$ cat src/rtl/glbp_pkg.sv
// Package for the greedy line box placer.
// Holds payload structs, controller/datapath command and status structs and codes.
// No dependencies.
`default_nettype none

package glbp_pkg;

    localparam int LINE_ITEMS_DEF = 32;

    localparam int DIM_W   = 20;
    localparam int TAG_W   = 16;
    localparam int VA_W    = 3;
    localparam int ALIGN_W = 2;
    localparam int POSX_W  = 22;
    localparam int POSY_W  = 24;
    localparam int TOP_W   = 23;
    localparam int CFG_IDX_W = 2;

    localparam int POSX_MAX = 4194303;
    localparam int POSY_MAX = 8388607;
    localparam int POSY_MIN = -8388608;

    localparam logic [DIM_W-1:0] CW_RESET = 20'd12800;

    // Reciprocal of five, exact for floor division of values below 2**22.
    localparam logic [DIM_W-1:0] RECIP5 = 20'd838861;
    localparam int RECIP_SHIFT = 22;

    localparam logic [CFG_IDX_W-1:0] CFG_CONTAINER_WIDTH = 2'd0;
    localparam logic [CFG_IDX_W-1:0] CFG_TEXT_ALIGN      = 2'd1;

    localparam logic [ALIGN_W-1:0] ALIGN_LEFT   = 2'd0;
    localparam logic [ALIGN_W-1:0] ALIGN_CENTER = 2'd1;
    localparam logic [ALIGN_W-1:0] ALIGN_RIGHT  = 2'd2;

    localparam logic [VA_W-1:0] VA_TOP    = 3'd0;
    localparam logic [VA_W-1:0] VA_MIDDLE = 3'd1;
    localparam logic [VA_W-1:0] VA_BOTTOM = 3'd2;
    localparam logic [VA_W-1:0] VA_SUB    = 3'd3;
    localparam logic [VA_W-1:0] VA_SUPER  = 3'd4;

    typedef struct packed {
        logic [TAG_W-1:0] item_tag;
        logic [DIM_W-1:0] box_width;
        logic [DIM_W-1:0] box_height;
        logic [DIM_W-1:0] left_inset;
        logic             hard_break;
        logic             is_text;
        logic [VA_W-1:0]  valign;
        logic             last_item;
    } item_in_t;

    typedef struct packed {
        logic [TAG_W-1:0]         out_tag;
        logic [POSX_W-1:0]        pos_x;
        logic signed [POSY_W-1:0] pos_y;
        logic                     end_of_line;
        logic                     block_done;
        logic [TOP_W-1:0]         block_height;
    } result_t;

    typedef struct packed {
        logic [DIM_W-1:0] box_height;
        logic [DIM_W-1:0] box_width;
    } geo_t;

    typedef struct packed {
        logic [VA_W-1:0]  valign;
        logic             is_text;
        logic [DIM_W-1:0] left_inset;
        logic [TAG_W-1:0] item_tag;
    } attr_t;

    typedef struct packed {
        logic latch_item;
        logic buffer_item;
        logic prep_close;
        logic emit_entry;
        logic final_close;
    } cmd_t;

    typedef struct packed {
        logic need_preclose;
        logic item_close;
        logic out_free;
        logic last_entry;
    } status_t;

endpackage

`default_nettype wire

$ cat src/rtl/greedy_line_box_placer.sv
// Top level of the greedy line box placer.
// Joins glbp_ctrl and glbp_datapath; uses glbp_pkg.
//
//   Channel   Signals                          Direction
//   input     in_valid, in_ready, in_item      item in
//   output    out_valid, out_ready, out_result result out
//   config    cfg_we, cfg_index, cfg_data      register write
//
// An item passes through an accept state and a buffer write state; each line that it
// closes adds a setup state and an emit state that reads the line buffer RAM one
// entry per cycle while the output is free.
// Reset clears the line state and loads the configuration reset values.
// A stalled output holds the emit loop; a new item is taken while the last result waits.
`default_nettype none

module greedy_line_box_placer
    import glbp_pkg::*;
#(
    parameter int LINE_ITEMS = LINE_ITEMS_DEF
) (
    input  wire logic                 clk,
    input  wire logic                 rst_n,
    input  wire logic                 in_valid,
    output logic                      in_ready,
    input  wire item_in_t             in_item,
    output logic                      out_valid,
    input  wire logic                 out_ready,
    output result_t                   out_result,
    input  wire logic                 cfg_we,
    input  wire logic [CFG_IDX_W-1:0] cfg_index,
    input  wire logic [DIM_W-1:0]     cfg_data
);

    cmd_t    cmd;
    status_t st;
    logic    item_last;

    glbp_ctrl u_ctrl (
        .clk       (clk),
        .rst_n     (rst_n),
        .in_valid  (in_valid),
        .item_last (item_last),
        .in_ready  (in_ready),
        .st        (st),
        .cmd       (cmd)
    );

    glbp_datapath #(
        .LINE_ITEMS (LINE_ITEMS)
    ) u_dp (
        .clk        (clk),
        .rst_n      (rst_n),
        .cfg_we     (cfg_we),
        .cfg_index  (cfg_index),
        .cfg_data   (cfg_data),
        .in_item    (in_item),
        .cmd        (cmd),
        .st         (st),
        .item_last  (item_last),
        .out_valid  (out_valid),
        .out_ready  (out_ready),
        .out_result (out_result)
    );

    a_busy_after_accept: assert property (@(posedge clk) disable iff (!rst_n)
        in_valid && in_ready |=> !in_ready)
        else $error("block still ready in the cycle after an accepted transfer");

    a_done_ends_line: assert property (@(posedge clk) disable iff (!rst_n)
        out_valid && out_result.block_done |-> out_result.end_of_line)
        else $error("block_done on a result that does not end a line");

    a_height_only_when_done: assert property (@(posedge clk) disable iff (!rst_n)
        out_valid && !out_result.block_done |-> out_result.block_height == '0)
        else $error("block_height nonzero without block_done");

    a_result_from_emit: assert property (@(posedge clk) disable iff (!rst_n)
        $rose(out_valid) |-> $past(cmd.emit_entry))
        else $error("result appeared without an emit command");

endmodule

`default_nettype wire

$ cat src/rtl/glbp_ram.sv
// Generic single-write, single-read RAM with registered read data.
// Used for the line buffer; no dependencies.
`default_nettype none

module glbp_ram #(
    parameter int WIDTH = 40,
    parameter int DEPTH = 32
) (
    input  wire logic                     clk,
    input  wire logic                     we,
    input  wire logic [$clog2(DEPTH)-1:0] waddr,
    input  wire logic [WIDTH-1:0]         wdata,
    input  wire logic                     re,
    input  wire logic [$clog2(DEPTH)-1:0] raddr,
    output logic      [WIDTH-1:0]         rdata
);

    logic [WIDTH-1:0] mem_reg [DEPTH];
    logic [WIDTH-1:0] rdata_reg;

    always_ff @(posedge clk)
    begin
        if (we)
        begin
            mem_reg[waddr] <= wdata;
        end
        if (re)
        begin
            rdata_reg <= mem_reg[raddr];
        end
    end

    assign rdata = rdata_reg;

endmodule

`default_nettype wire

$ cat src/rtl/glbp_ctrl.sv
// Controller state machine of the greedy line box placer.
// Sequences accept, buffer write, line setup and emission; uses glbp_pkg.
`default_nettype none

module glbp_ctrl
    import glbp_pkg::*;
(
    input  wire logic    clk,
    input  wire logic    rst_n,
    input  wire logic    in_valid,
    input  wire logic    item_last,
    output logic         in_ready,
    input  wire status_t st,
    output cmd_t         cmd
);

    localparam logic [1:0] S_IDLE = 2'd0;
    localparam logic [1:0] S_BUF  = 2'd1;
    localparam logic [1:0] S_PREP = 2'd2;
    localparam logic [1:0] S_EMIT = 2'd3;

    logic [1:0] state_reg, state_next;
    logic       post_reg, post_next;

    always_comb
    begin
        state_next = state_reg;
        post_next  = post_reg;
        cmd        = '0;
        in_ready   = 1'b0;
        unique case (state_reg)
            S_IDLE:
            begin
                in_ready = 1'b1;
                if (in_valid)
                begin
                    cmd.latch_item = 1'b1;
                    if (st.need_preclose)
                    begin
                        post_next  = 1'b0;
                        state_next = S_PREP;
                    end
                    else
                    begin
                        state_next = S_BUF;
                    end
                end
            end
            S_BUF:
            begin
                cmd.buffer_item = 1'b1;
                if (st.item_close)
                begin
                    post_next  = 1'b1;
                    state_next = S_PREP;
                end
                else
                begin
                    state_next = S_IDLE;
                end
            end
            S_PREP:
            begin
                cmd.prep_close = 1'b1;
                state_next     = S_EMIT;
            end
            S_EMIT:
            begin
                cmd.final_close = post_reg & item_last;
                if (st.out_free)
                begin
                    cmd.emit_entry = 1'b1;
                    if (st.last_entry)
                    begin
                        state_next = post_reg ? S_IDLE : S_BUF;
                    end
                end
            end
            default:
            begin
                state_next = S_IDLE;
            end
        endcase
    end

    always_ff @(posedge clk or negedge rst_n)
    begin
        if (!rst_n)
        begin
            state_reg <= S_IDLE;
            post_reg  <= 1'b0;
        end
        else
        begin
            state_reg <= state_next;
            post_reg  <= post_next;
        end
    end

endmodule

`default_nettype wire

$ cat src/rtl/glbp_datapath.sv
// Datapath of the greedy line box placer: line state, line buffer RAMs,
// alignment and vertical placement arithmetic, output register.
// Uses glbp_pkg and glbp_ram.
`default_nettype none

module glbp_datapath
    import glbp_pkg::*;
#(
    parameter int LINE_ITEMS = LINE_ITEMS_DEF
) (
    input  wire logic                 clk,
    input  wire logic                 rst_n,
    input  wire logic                 cfg_we,
    input  wire logic [CFG_IDX_W-1:0] cfg_index,
    input  wire logic [DIM_W-1:0]     cfg_data,
    input  wire item_in_t             in_item,
    input  wire cmd_t                 cmd,
    output status_t                   st,
    output logic                      item_last,
    output logic                      out_valid,
    input  wire logic                 out_ready,
    output result_t                   out_result
);

    localparam int IDX_W = $clog2(LINE_ITEMS);
    localparam int CNT_W = $clog2(LINE_ITEMS + 1);
    localparam int SUM_W = DIM_W + CNT_W;
    localparam int X_W   = SUM_W + 1;
    localparam int PX_W  = X_W + 1;
    localparam int PY_W  = POSY_W + 2;
    localparam int GEO_W = $bits(geo_t);
    localparam int ATT_W = $bits(attr_t);

    localparam logic [CNT_W-1:0]       CNT_FULL = CNT_W'(LINE_ITEMS);
    localparam logic [PX_W-1:0]        PX_HI    = PX_W'(POSX_MAX);
    localparam logic signed [PY_W-1:0] PY_HI    = PY_W'(POSY_MAX);
    localparam logic signed [PY_W-1:0] PY_LO    = PY_W'(POSY_MIN);

    item_in_t          item_reg;
    logic [CNT_W-1:0]  count_reg, count_next;
    logic [SUM_W-1:0]  sum_reg, sum_next;
    logic [DIM_W-1:0]  hmax_reg, hmax_next;
    logic [TOP_W-1:0]  top_reg, top_next;
    logic [DIM_W-1:0]  cw_reg, cw_next;
    logic [ALIGN_W-1:0] align_reg, align_next;
    logic [IDX_W-1:0]  idx_reg, idx_next;
    logic [X_W-1:0]    x_reg, x_next;
    logic [DIM_W-1:0]  sub_reg, sub_next;
    logic [DIM_W-1:0]  sup_reg, sup_next;
    logic              out_valid_reg, out_valid_next;
    result_t           out_reg, out_next;

    geo_t              geo_wr, geo_rd;
    attr_t             attr_wr, attr_rd;
    logic [GEO_W-1:0]  geo_rdata;
    logic [ATT_W-1:0]  attr_rdata;
    logic              rd_en;
    logic [IDX_W-1:0]  rd_addr;

    logic              count_full;
    logic [SUM_W:0]    sum_plus_w;
    logic [SUM_W-1:0]  cw_ext;
    logic [SUM_W-1:0]  gap;
    logic [2*DIM_W-1:0] sub_prod;
    logic [DIM_W+1:0]  hmax3;
    logic [2*DIM_W:0]  sup_prod;
    logic [DIM_W-1:0]  hdiff;
    logic signed [PY_W-1:0] py_off;
    logic signed [PY_W-1:0] py_sum;
    logic [PX_W-1:0]   px_sum;
    logic [TOP_W:0]    top_sum;
    logic [TOP_W-1:0]  top_sat;
    logic              last_entry;
    logic              blk_end;

    assign geo_wr.box_width   = item_reg.box_width;
    assign geo_wr.box_height  = item_reg.box_height;
    assign attr_wr.item_tag   = item_reg.item_tag;
    assign attr_wr.left_inset = item_reg.left_inset;
    assign attr_wr.is_text    = item_reg.is_text;
    assign attr_wr.valign     = item_reg.valign;

    assign rd_en   = cmd.prep_close | (cmd.emit_entry & ~last_entry);
    assign rd_addr = cmd.prep_close ? '0 : IDX_W'(idx_reg + 1'b1);

    glbp_ram #(
        .WIDTH (GEO_W),
        .DEPTH (LINE_ITEMS)
    ) u_geo_ram (
        .clk   (clk),
        .we    (cmd.buffer_item),
        .waddr (count_reg[IDX_W-1:0]),
        .wdata (geo_wr),
        .re    (rd_en),
        .raddr (rd_addr),
        .rdata (geo_rdata)
    );

    glbp_ram #(
        .WIDTH (ATT_W),
        .DEPTH (LINE_ITEMS)
    ) u_attr_ram (
        .clk   (clk),
        .we    (cmd.buffer_item),
        .waddr (count_reg[IDX_W-1:0]),
        .wdata (attr_wr),
        .re    (rd_en),
        .raddr (rd_addr),
        .rdata (attr_rdata)
    );

    assign geo_rd  = geo_t'(geo_rdata);
    assign attr_rd = attr_t'(attr_rdata);

    assign count_full = (count_reg >= CNT_FULL);
    assign sum_plus_w = {1'b0, sum_reg} + (SUM_W + 1)'(in_item.box_width);
    assign cw_ext     = SUM_W'(cw_reg);
    assign gap        = cw_ext - sum_reg;
    assign last_entry = ((CNT_W'(idx_reg) + 1'b1) == count_reg);
    assign blk_end    = cmd.final_close & last_entry;

    assign st.need_preclose = in_item.hard_break ? count_full :
        (((sum_reg != '0) && (sum_plus_w > (SUM_W + 1)'(cw_reg))) || count_full);
    assign st.item_close = item_reg.hard_break | item_reg.last_item;
    assign st.out_free   = ~out_valid_reg | out_ready;
    assign st.last_entry = last_entry;
    assign item_last     = item_reg.last_item;

    assign sub_prod = (2*DIM_W)'(hmax_reg) * (2*DIM_W)'(RECIP5);
    assign hmax3    = (DIM_W + 2)'(hmax_reg) + (DIM_W + 2)'({hmax_reg, 1'b0});
    assign sup_prod = (2*DIM_W + 1)'(hmax3[DIM_W+1:1]) * (2*DIM_W + 1)'(RECIP5);

    assign hdiff = hmax_reg - geo_rd.box_height;

    always_comb
    begin
        py_off = '0;
        if (!attr_rd.is_text)
        begin
            unique case (attr_rd.valign)
                VA_MIDDLE: py_off = $signed(PY_W'(hdiff >> 1));
                VA_BOTTOM: py_off = $signed(PY_W'(hdiff));
                VA_SUB:    py_off = $signed(PY_W'(sub_reg));
                VA_SUPER:  py_off = -$signed(PY_W'(sup_reg));
                default:   py_off = '0;
            endcase
        end
    end

    assign py_sum  = $signed(PY_W'(top_reg)) + py_off;
    assign px_sum  = PX_W'(x_reg) + PX_W'(attr_rd.left_inset);
    assign top_sum = (TOP_W + 1)'(top_reg) + (TOP_W + 1)'(hmax_reg);
    assign top_sat = top_sum[TOP_W] ? {TOP_W{1'b1}} : top_sum[TOP_W-1:0];

    always_comb
    begin
        count_next     = count_reg;
        sum_next       = sum_reg;
        hmax_next      = hmax_reg;
        top_next       = top_reg;
        cw_next        = cw_reg;
        align_next     = align_reg;
        idx_next       = idx_reg;
        x_next         = x_reg;
        sub_next       = sub_reg;
        sup_next       = sup_reg;
        out_valid_next = out_valid_reg & ~out_ready;
        out_next       = out_reg;

        if (cfg_we)
        begin
            if (cfg_index == CFG_CONTAINER_WIDTH)
            begin
                cw_next = cfg_data;
            end
            else if (cfg_index == CFG_TEXT_ALIGN)
            begin
                align_next = cfg_data[ALIGN_W-1:0];
            end
        end

        if (cmd.buffer_item)
        begin
            count_next = count_reg + 1'b1;
            sum_next   = sum_reg + SUM_W'(item_reg.box_width);
            if (item_reg.box_height > hmax_reg)
            begin
                hmax_next = item_reg.box_height;
            end
        end

        if (cmd.prep_close)
        begin
            idx_next = '0;
            sub_next = DIM_W'(sub_prod >> RECIP_SHIFT);
            sup_next = DIM_W'(sup_prod >> RECIP_SHIFT);
            x_next   = '0;
            if (cw_ext > sum_reg)
            begin
                if (align_reg == ALIGN_CENTER)
                begin
                    x_next = X_W'(gap >> 1);
                end
                else if (align_reg == ALIGN_RIGHT)
                begin
                    x_next = X_W'(gap);
                end
            end
        end

        if (cmd.emit_entry)
        begin
            out_valid_next       = 1'b1;
            out_next.out_tag     = attr_rd.item_tag;
            out_next.pos_x       = (px_sum > PX_HI) ? POSX_W'(POSX_MAX)
                                                    : px_sum[POSX_W-1:0];
            out_next.pos_y       = (py_sum > PY_HI) ? POSY_W'(POSY_MAX) :
                                   (py_sum < PY_LO) ? POSY_W'(POSY_MIN) :
                                   py_sum[POSY_W-1:0];
            out_next.end_of_line = last_entry;
            out_next.block_done  = blk_end;
            out_next.block_height = blk_end ? top_sat : '0;
            idx_next = IDX_W'(idx_reg + 1'b1);
            x_next   = x_reg + X_W'(geo_rd.box_width);
            if (last_entry)
            begin
                count_next = '0;
                sum_next   = '0;
                hmax_next  = '0;
                top_next   = cmd.final_close ? '0 : top_sat;
            end
        end
    end

    always_ff @(posedge clk or negedge rst_n)
    begin
        if (!rst_n)
        begin
            count_reg     <= '0;
            sum_reg       <= '0;
            hmax_reg      <= '0;
            top_reg       <= '0;
            cw_reg        <= CW_RESET;
            align_reg     <= ALIGN_LEFT;
            out_valid_reg <= 1'b0;
        end
        else
        begin
            count_reg     <= count_next;
            sum_reg       <= sum_next;
            hmax_reg      <= hmax_next;
            top_reg       <= top_next;
            cw_reg        <= cw_next;
            align_reg     <= align_next;
            out_valid_reg <= out_valid_next;
        end
    end

    always_ff @(posedge clk)
    begin
        if (cmd.latch_item)
        begin
            item_reg <= in_item;
        end
        idx_reg <= idx_next;
        x_reg   <= x_next;
        sub_reg <= sub_next;
        sup_reg <= sup_next;
        out_reg <= out_next;
    end

    assign out_valid  = out_valid_reg;
    assign out_result = out_reg;

endmodule

`default_nettype wire
$ cat config.mk
export PLATFORM = sky130hd
export DESIGN_NAME = greedy_line_box_placer
export DESIGN_NICKNAME = d
export VERILOG_FILES = /design/src/rtl/glbp_pkg.sv /design/src/rtl/greedy_line_box_placer.sv /design/src/rtl/glbp_ram.sv /design/src/rtl/glbp_ctrl.sv /design/src/rtl/glbp_datapath.sv
export SDC_FILE = /design/constraint.sdc
export NUM_CORES = 2
export LEC_CHECK = 0
export ABC_CLOCK_PERIOD_IN_PS = 15500
export BUFFER_PORTS_ARGS = -buffer_cell sky130_fd_sc_hd__buf_2
export CORE_ASPECT_RATIO = 1.25
export CORE_MARGIN = 2
export CORE_UTILIZATION = 30
export CTS_BUF_LIST = sky130_fd_sc_hd__clkbuf_4
export DETAILED_ROUTE_END_ITERATION = 16
export PLACE_DENSITY = 0.54
export SYNTH_ARGS = -nofsm -noshare
export SYNTH_HDL_FRONTEND = slang
export SYNTH_SLANG_ARGS = --single-unit
$ cat constraint.sdc
create_clock -name clk -period 15.5 [get_ports clk]
set_clock_uncertainty 0.15 [all_clocks]
set_input_delay 0.775 -clock clk [delete_from_list [all_inputs] [get_ports clk]]
set_output_delay 0.775 -clock clk [all_outputs]
set_load 0.05 [all_outputs]
After elaboration in Yosys (flattened, before gate mapping)
Memories as Yosys holds them, arrays and structs flattened. A register that Yosys moved wholly into a read port is not among the register bits.
Cells that the tools add are included.
Widths: inputs -> output; s select.
{"block": "totals", "in_bits": 109, "regBits": 339, "n_memories": 2, "mem_bits_rw": 2560, "wordCells": 135}
{"name": "u_dp.u_attr_ram.mem_reg", "words": 32, "word_bits": 40, "read_ports": 1, "rd_clocked_by_memory_dff": 1, "wr": 1, "line": "glbp_ram.sv:18", "source": "logic [WIDTH-1:0] mem_reg [DEPTH];"}
{"name": "u_dp.u_geo_ram.mem_reg", "words": 32, "word_bits": 40, "read_ports": 1, "rd_clocked_by_memory_dff": 1, "wr": 1, "line": "glbp_ram.sv:18"}
{"block": "op_classes", "magnitude_cmp": 7, "addsub": 13, "mux": 45, "multipliers": 2, "n_eq_ne": 16, "n_reduce_logical": 12, "n_bitwise": 11}
{"cell": "$mux 26", "n": 5}
{"cell": "$mux 27", "n": 4}
{"cell": "$pmux 26 s4", "n": 1}
{"cell": "$mux 20", "n": 4}
{"cell": "$mux 23", "n": 2}
{"cell": "$mul 21x20->41 const B", "n": 1}
{"cell": "$mul 20x20->40 const B", "n": 1}
{"cell": "$add 27x20->28", "n": 1}
{"cell": "$gt 28x22->1 const B", "n": 1}
{"cell": "$add 26x20->27", "n": 1}
{"cell": "$add 27x20->27", "n": 1}
{"cell": "$gt 27x20->1", "n": 1}
{"cell": "$add 24x26->26", "n": 1}
{"cell": "$add 26x20->26", "n": 1}
{"cell": "$gt 20x26->1", "n": 1}
{"cell": "$gt 26x24->1 const B", "n": 1}
{"cell": "$lt 26x24->1 const B", "n": 1}
{"cell": "$neg 19->26", "n": 1}
{"cell": "$reduce_bool 26->1", "n": 1}
{"cell": "$sub 20x26->26", "n": 1}
{"cell": "$add 23x20->24", "n": 1}
{"cell": "$mux 24", "n": 1}
{"cell": "$add 20x21->22", "n": 1}
{"cell": "$gt 20x20->1", "n": 1}
{"cell": "29 further kinds", "n": 71}

Longest topological paths before layout
{"block": "logic_depth", "word_depth": 8, "mapped_depth": 32}

Hierarchy
Synthesis repeated with hierarchy kept, for this count alone.
{"block": "hier_totals", "hier_cells": 9395, "hier_area_um2": 139353.7}
{"module": "glbp_ram", "cells_each": 2813, "area_per_inst_um2": 50965.1, "instances": 2}
{"module": "glbp_datapath", "cells_each": 3750, "area_per_inst_um2": 37229.5, "instances": 1}
{"module": "glbp_ctrl", "cells_each": 19, "area_per_inst_um2": 193.9, "instances": 1}

Worst setup path before layout
No wires, ideal clock.
{"block": "synth_path", "path_kind": "reg-to-reg", "start": "register u_dp.hmax_reg[5]", "end": "register u_dp.sup_reg[11], data pin", "setup_ps": 262, "setup_slack_ps": 7044, "arrival_ps": 8044, "stages_incl_launch_ff": 32, "period_less_slack_ps": 8456, "cell_sequence": "dfrtp_1 -> ha_1 -> inv_1 -> fa_1 -> nor2b_1 -> o21ai_0 -> or4b_2 -> a21oi_1 -> o41ai_1 -> a31oi_1 -> xnor2_1 -> ha_1 -> fa_1 -> ha_1 -> inv_1 -> fa_1 -> inv_1 -> fa_1 -> fa_1 -> inv_1 -> fa_1 -> inv_1 -> ha_1 -> a2111oi_0 -> o21ai_0 -> a2111oi_2 -> a211oi_1 -> a41oi_1 -> a31oi_2 -> a21boi_0 -> o21bai_1 -> xor2_1"}
{"block": "synth_via", "elab_chain_cells": 2}
{"element": "start: declaration", "line": "glbp_datapath.sv:42", "source": "logic [DIM_W-1:0] hmax_reg, hmax_next;"}
{"element": "start signal: assignment", "line": "glbp_datapath.sv:251", "source": "hmax_reg <= hmax_next;"}
{"element": "$add 20x21->22", "line": "glbp_datapath.sv:130", "source": "assign hmax3 = (DIM_W + 2)'(hmax_reg) + (DIM_W + 2)'({hmax_reg, 1'b0});"}
{"element": "$mul 21x20->41", "line": "glbp_datapath.sv:131", "source": "assign sup_prod = (2*DIM_W + 1)'(hmax3[DIM_W+1:1]) * (2*DIM_W + 1)'(RECIP5);"}
{"element": "named net u_dp.sup_prod[33]", "line": "glbp_datapath.sv:66", "source": "logic [2*DIM_W:0] sup_prod;"}
{"element": "end signal: assignment", "line": "glbp_datapath.sv:268", "source": "sup_reg <= sup_next;"}
{"element": "end: declaration", "line": "glbp_datapath.sv:49", "source": "logic [DIM_W-1:0] sup_reg, sup_next;"}
The timed path passes the listed nets, and every way through them passes these cells.
A chain may end at the register's enable or synchronous reset.

Worst setup path in the final report
Ends and elaborated chain as after synthesis.

==> metrics.md <==
| Metric | Value |
|---|---|
| Status | `finished, final reports clean` |
| CTS Buf Count | `727` |
| Synth warnings | `0` |
| CP max FO | `10` |
| Synth Register Bits | `2979` |
| Critical path buffers and inverters | `4` |
| Mapped Area | `140000 um2` |
| Setup TNS | `0 ps` |
| Clk root buf | `clkbuf_4` |
| Post-synth ARST share | `3.39%` |
| Number of global-route vias before repair | `96.0k` |
| R2r startpoint | `u_dp.hmax_reg[5]$_DFF_PN0_` |
| WL met3 | `30.2 mm` |
| WP data required | `16510 ps` |
| Vias per cell | `5.21` |
| Initial antenna violation count | `38` |
| Crit path capture | `u_dp.sup_reg[11]$_DFFE_PP_` |
| Delay-heaviest family, CP | `compound AO/OA/AOI/OAI gates` |
| R2R depth | `30` |
| P&R area growth vs syn | `14.6%` |
| Largest net degree at the start of global routing | `153` |
| Fin crit period | `11080 ps` |
| Sequential area share after synthesis | `63.4%` |
| Clk sink count | `2979` |
| Initial core utilization | `30.2%` |
| Setup WS pre-CTS | `4360 ps` |
| Io pins | `198` |
| Worst Hold Launch | `in_item[25]` |
| Die W | `616 um` |
| Met2 WL post-DR | `234 mm` |
| CTS clk-pin slew, worst paths | `80 ps` |
| Cell variety after synth | `103` |
| Worst Setup SP | `u_dp.hmax_reg[5]$_DFF_PN0_` |
| First-pass GRT wire length | `684 mm` |
| H-tree depth | `6` |
| Initial drt markers | `8928` |
| Final net count | `12.8k` |
| Final GP Congestion | `0.922` |
| PnR worst setup slack | `4420 ps` |
| CP max stage delay | `1000 ps` |
| Worst hold path class | `in2reg` |
| Design Area, Final | `161000 um2` |
| Crit. End Element | `register` |
| Top_reg_cell synth | `edfxtp_1` |
| CP Class | `reg2reg` |
| Unrepaired setup endpoints after global routing | `false` |
| Max-slew violation count | `0` |
| Top-area cell type share of the netlist area | `61.6%` |
| Core box area | `466000 um2` |
| Mean Syn Cell Area | `12.7 um2` |
| CP max-delay cell | `o41ai_1` |
| Routed wire length per instance | `25.9 um` |
| CTS tree | `yes` |
| Fill cell total of the finished layout | `45.8k` |
| Worst flop-to-flop path endpoint | `u_dp.sup_reg[11]$_DFFE_PP_` |
| Setup violators final | `0` |
| Final Cycle Share | `71.5%` |
| Post-synth EDFFs | `2878` |
| Synth area leader | `edfxtp_1` |
| Overall Global Routing Usage | `19.7%` |
| Slew margin rel. | `20.5%` |
| Routed Antenna Nets | `0` |
| DRC viols | `0` |
| Hold Vio Cnt, Final | `0` |
| Detailed Place HPWL | `281 mm` |
| Post_cts resized | `0` |
| Reg2reg setup slack | `4420 ps` |
| Mapped Cells | `11.0k` |
| Worst Setup Start Kind | `register` |
| Clock Latency Late Sink | `1530 ps` |
| Grt ovf | `0` |
| Routed WL | `482 mm` |
| Layout cells sized above 1 | `14.0%` |
| Arr. time, crit path | `12090 ps` |
| Row cnt | `280` |
| Top post-synthesis cells by area | `edfxtp_1, ha_1, nand2_1` |
| Port Buffers | `197` |
| Die area | `473000 um2` |
| DP Area | `149000 um2` |
| Routed vias | `96.9k` |
| DR pass1 iterations | `7` |
| Top layer in use | `met5` |
| Max-Cap Viols | `0` |
| Critical Path Stages | `30` |
| Worst Max-Slew Pin Slew | `1190 ps` |
| CTS Buffer Depth | `4` |
| Fmax | `0.0903 GHz` |
| Chip height | `769 um` |
| Metal-1 WL | `192 mm` |
| Syn Nets | `12.1k` |
==> worst register-to-register path: cells and delay by family, from the launching register on <==
family	cells	cell delay [ps]
AOI/OAI and AO/OA	12	4180
adders and majority gates	10	4040
xor gates and xnor gates	2	1030
DFF	1	630
buffers and inverters	4	400
and+or+nand+nor	2	370
==> final cells by class <==
class	instances	area (um2)	share of cell area, %
sequential	2979	89000	55.3
multi-input combinational	6836	47100	29.3
clock buffer	1046	7850	4.88
tap	6204	7760	4.83
timing repair buffer	691	5610	3.49
inverter	564	2140	1.33
clock inverter	231	1270	0.787
antenna	46	115	0.0716
==> how the worst min path moves through the flow <==
stage / slack (ps) / to / cells after the start
after global placement: 250 / u_dp.out_result[78]$_DFFE_PP_ / 0
after global routing: 100 / u_dp.attr_wr[35]$_DFFE_PP_ / 2
after floorplan: 250 / u_dp.out_result[71]$_DFFE_PP_ / 0
final: 190 / u_dp.attr_wr[35]$_DFFE_PP_ / 2
after CTS: 20 / u_dp.cw_reg[7]$_DFFE_PN0P_ / 5
after detailed placement: 250 / u_dp.out_result[80]$_DFFE_PP_ / 0
==> cell families (layout without fill, tap and decap cells) <==
group           Yosys count  after routing  synth area share (%)
compound gates         2182           2182                  10.8
other cells               0             46                     0
xor+xnor                250            250                  1.56
buf+inv                1222           2532                  3.32
mux                      77             77                 0.552
fa+ha+maj               910            910                  9.63
simple gates           3417           3417                  10.8
flops                  2979           2979                  63.4
==> cell usage after synthesis (104+ instances only) <==
library cell     n
nand2_1       1541
edfxtp_1      2878
nand3_1        975
o21ai_0        505
a21o_1         104
o211ai_1       147
or3_1          144
a21oi_1        359
clkbuf_1       564
inv_1          563
o221ai_1       323
nor2_1         462
xor2_1         114
xnor2_1        136
fa_1           284
ha_1           626
==> per-stage QoR <==
stage / hold slack (ps) / instances / util [%]
after floorplan: 250 / 11000 / -
after global placement: 251 / 17000 / 32.0
after detailed placement: 255 / 17000 / 32.0
after CTS: 23.3 / 18600 / 34.5
after global routing: 102 / 18600 / 34.5
final: 187 / 18600 / 34.5
==> metal layers <==
metal | global-route usage [%] | vias up
li1 | - | 43300
met1 | 24.2 | 48800
met2 | 33.6 | 3848
met3 | 2.84 | 937
met4 | 10.1 | 14
met5 | 0 | -
==> placed cells by master (no fill, tap or decap), types with 98 or more instances in the layout <==
cell,synthesis,layout
edfxtp_1,2878,2878
nand2_1,1541,1538
clkbuf_4,0,1046
nand3_1,975,974
ha_1,626,625
inv_1,563,561
o21ai_0,505,503
nor2_1,462,427
a21oi_1,359,358
o221ai_1,323,322
fa_1,284,284
dlygate4sd3_1,0,256
buf_4,1,218
buf_2,16,196
clkinv_1,1,160
o211ai_1,147,147
or3_1,144,144
xnor2_1,136,136
xor2_1,114,114
a21o_1,104,104
a31oi_1,98,98
dfrtp_1,98,98
==> what timing repair did <==
| item | CTS | global route |
|---|---|---|
| endpoints found under the hold margin | 249 | 0 |
| hold buffers | 257 | 0 |
| setup buffers | 0 | 0 |
Power is left out: the tool's default activity adds up to more than one toggle a clock period on the data nets, which glitch-free logic cannot reach.
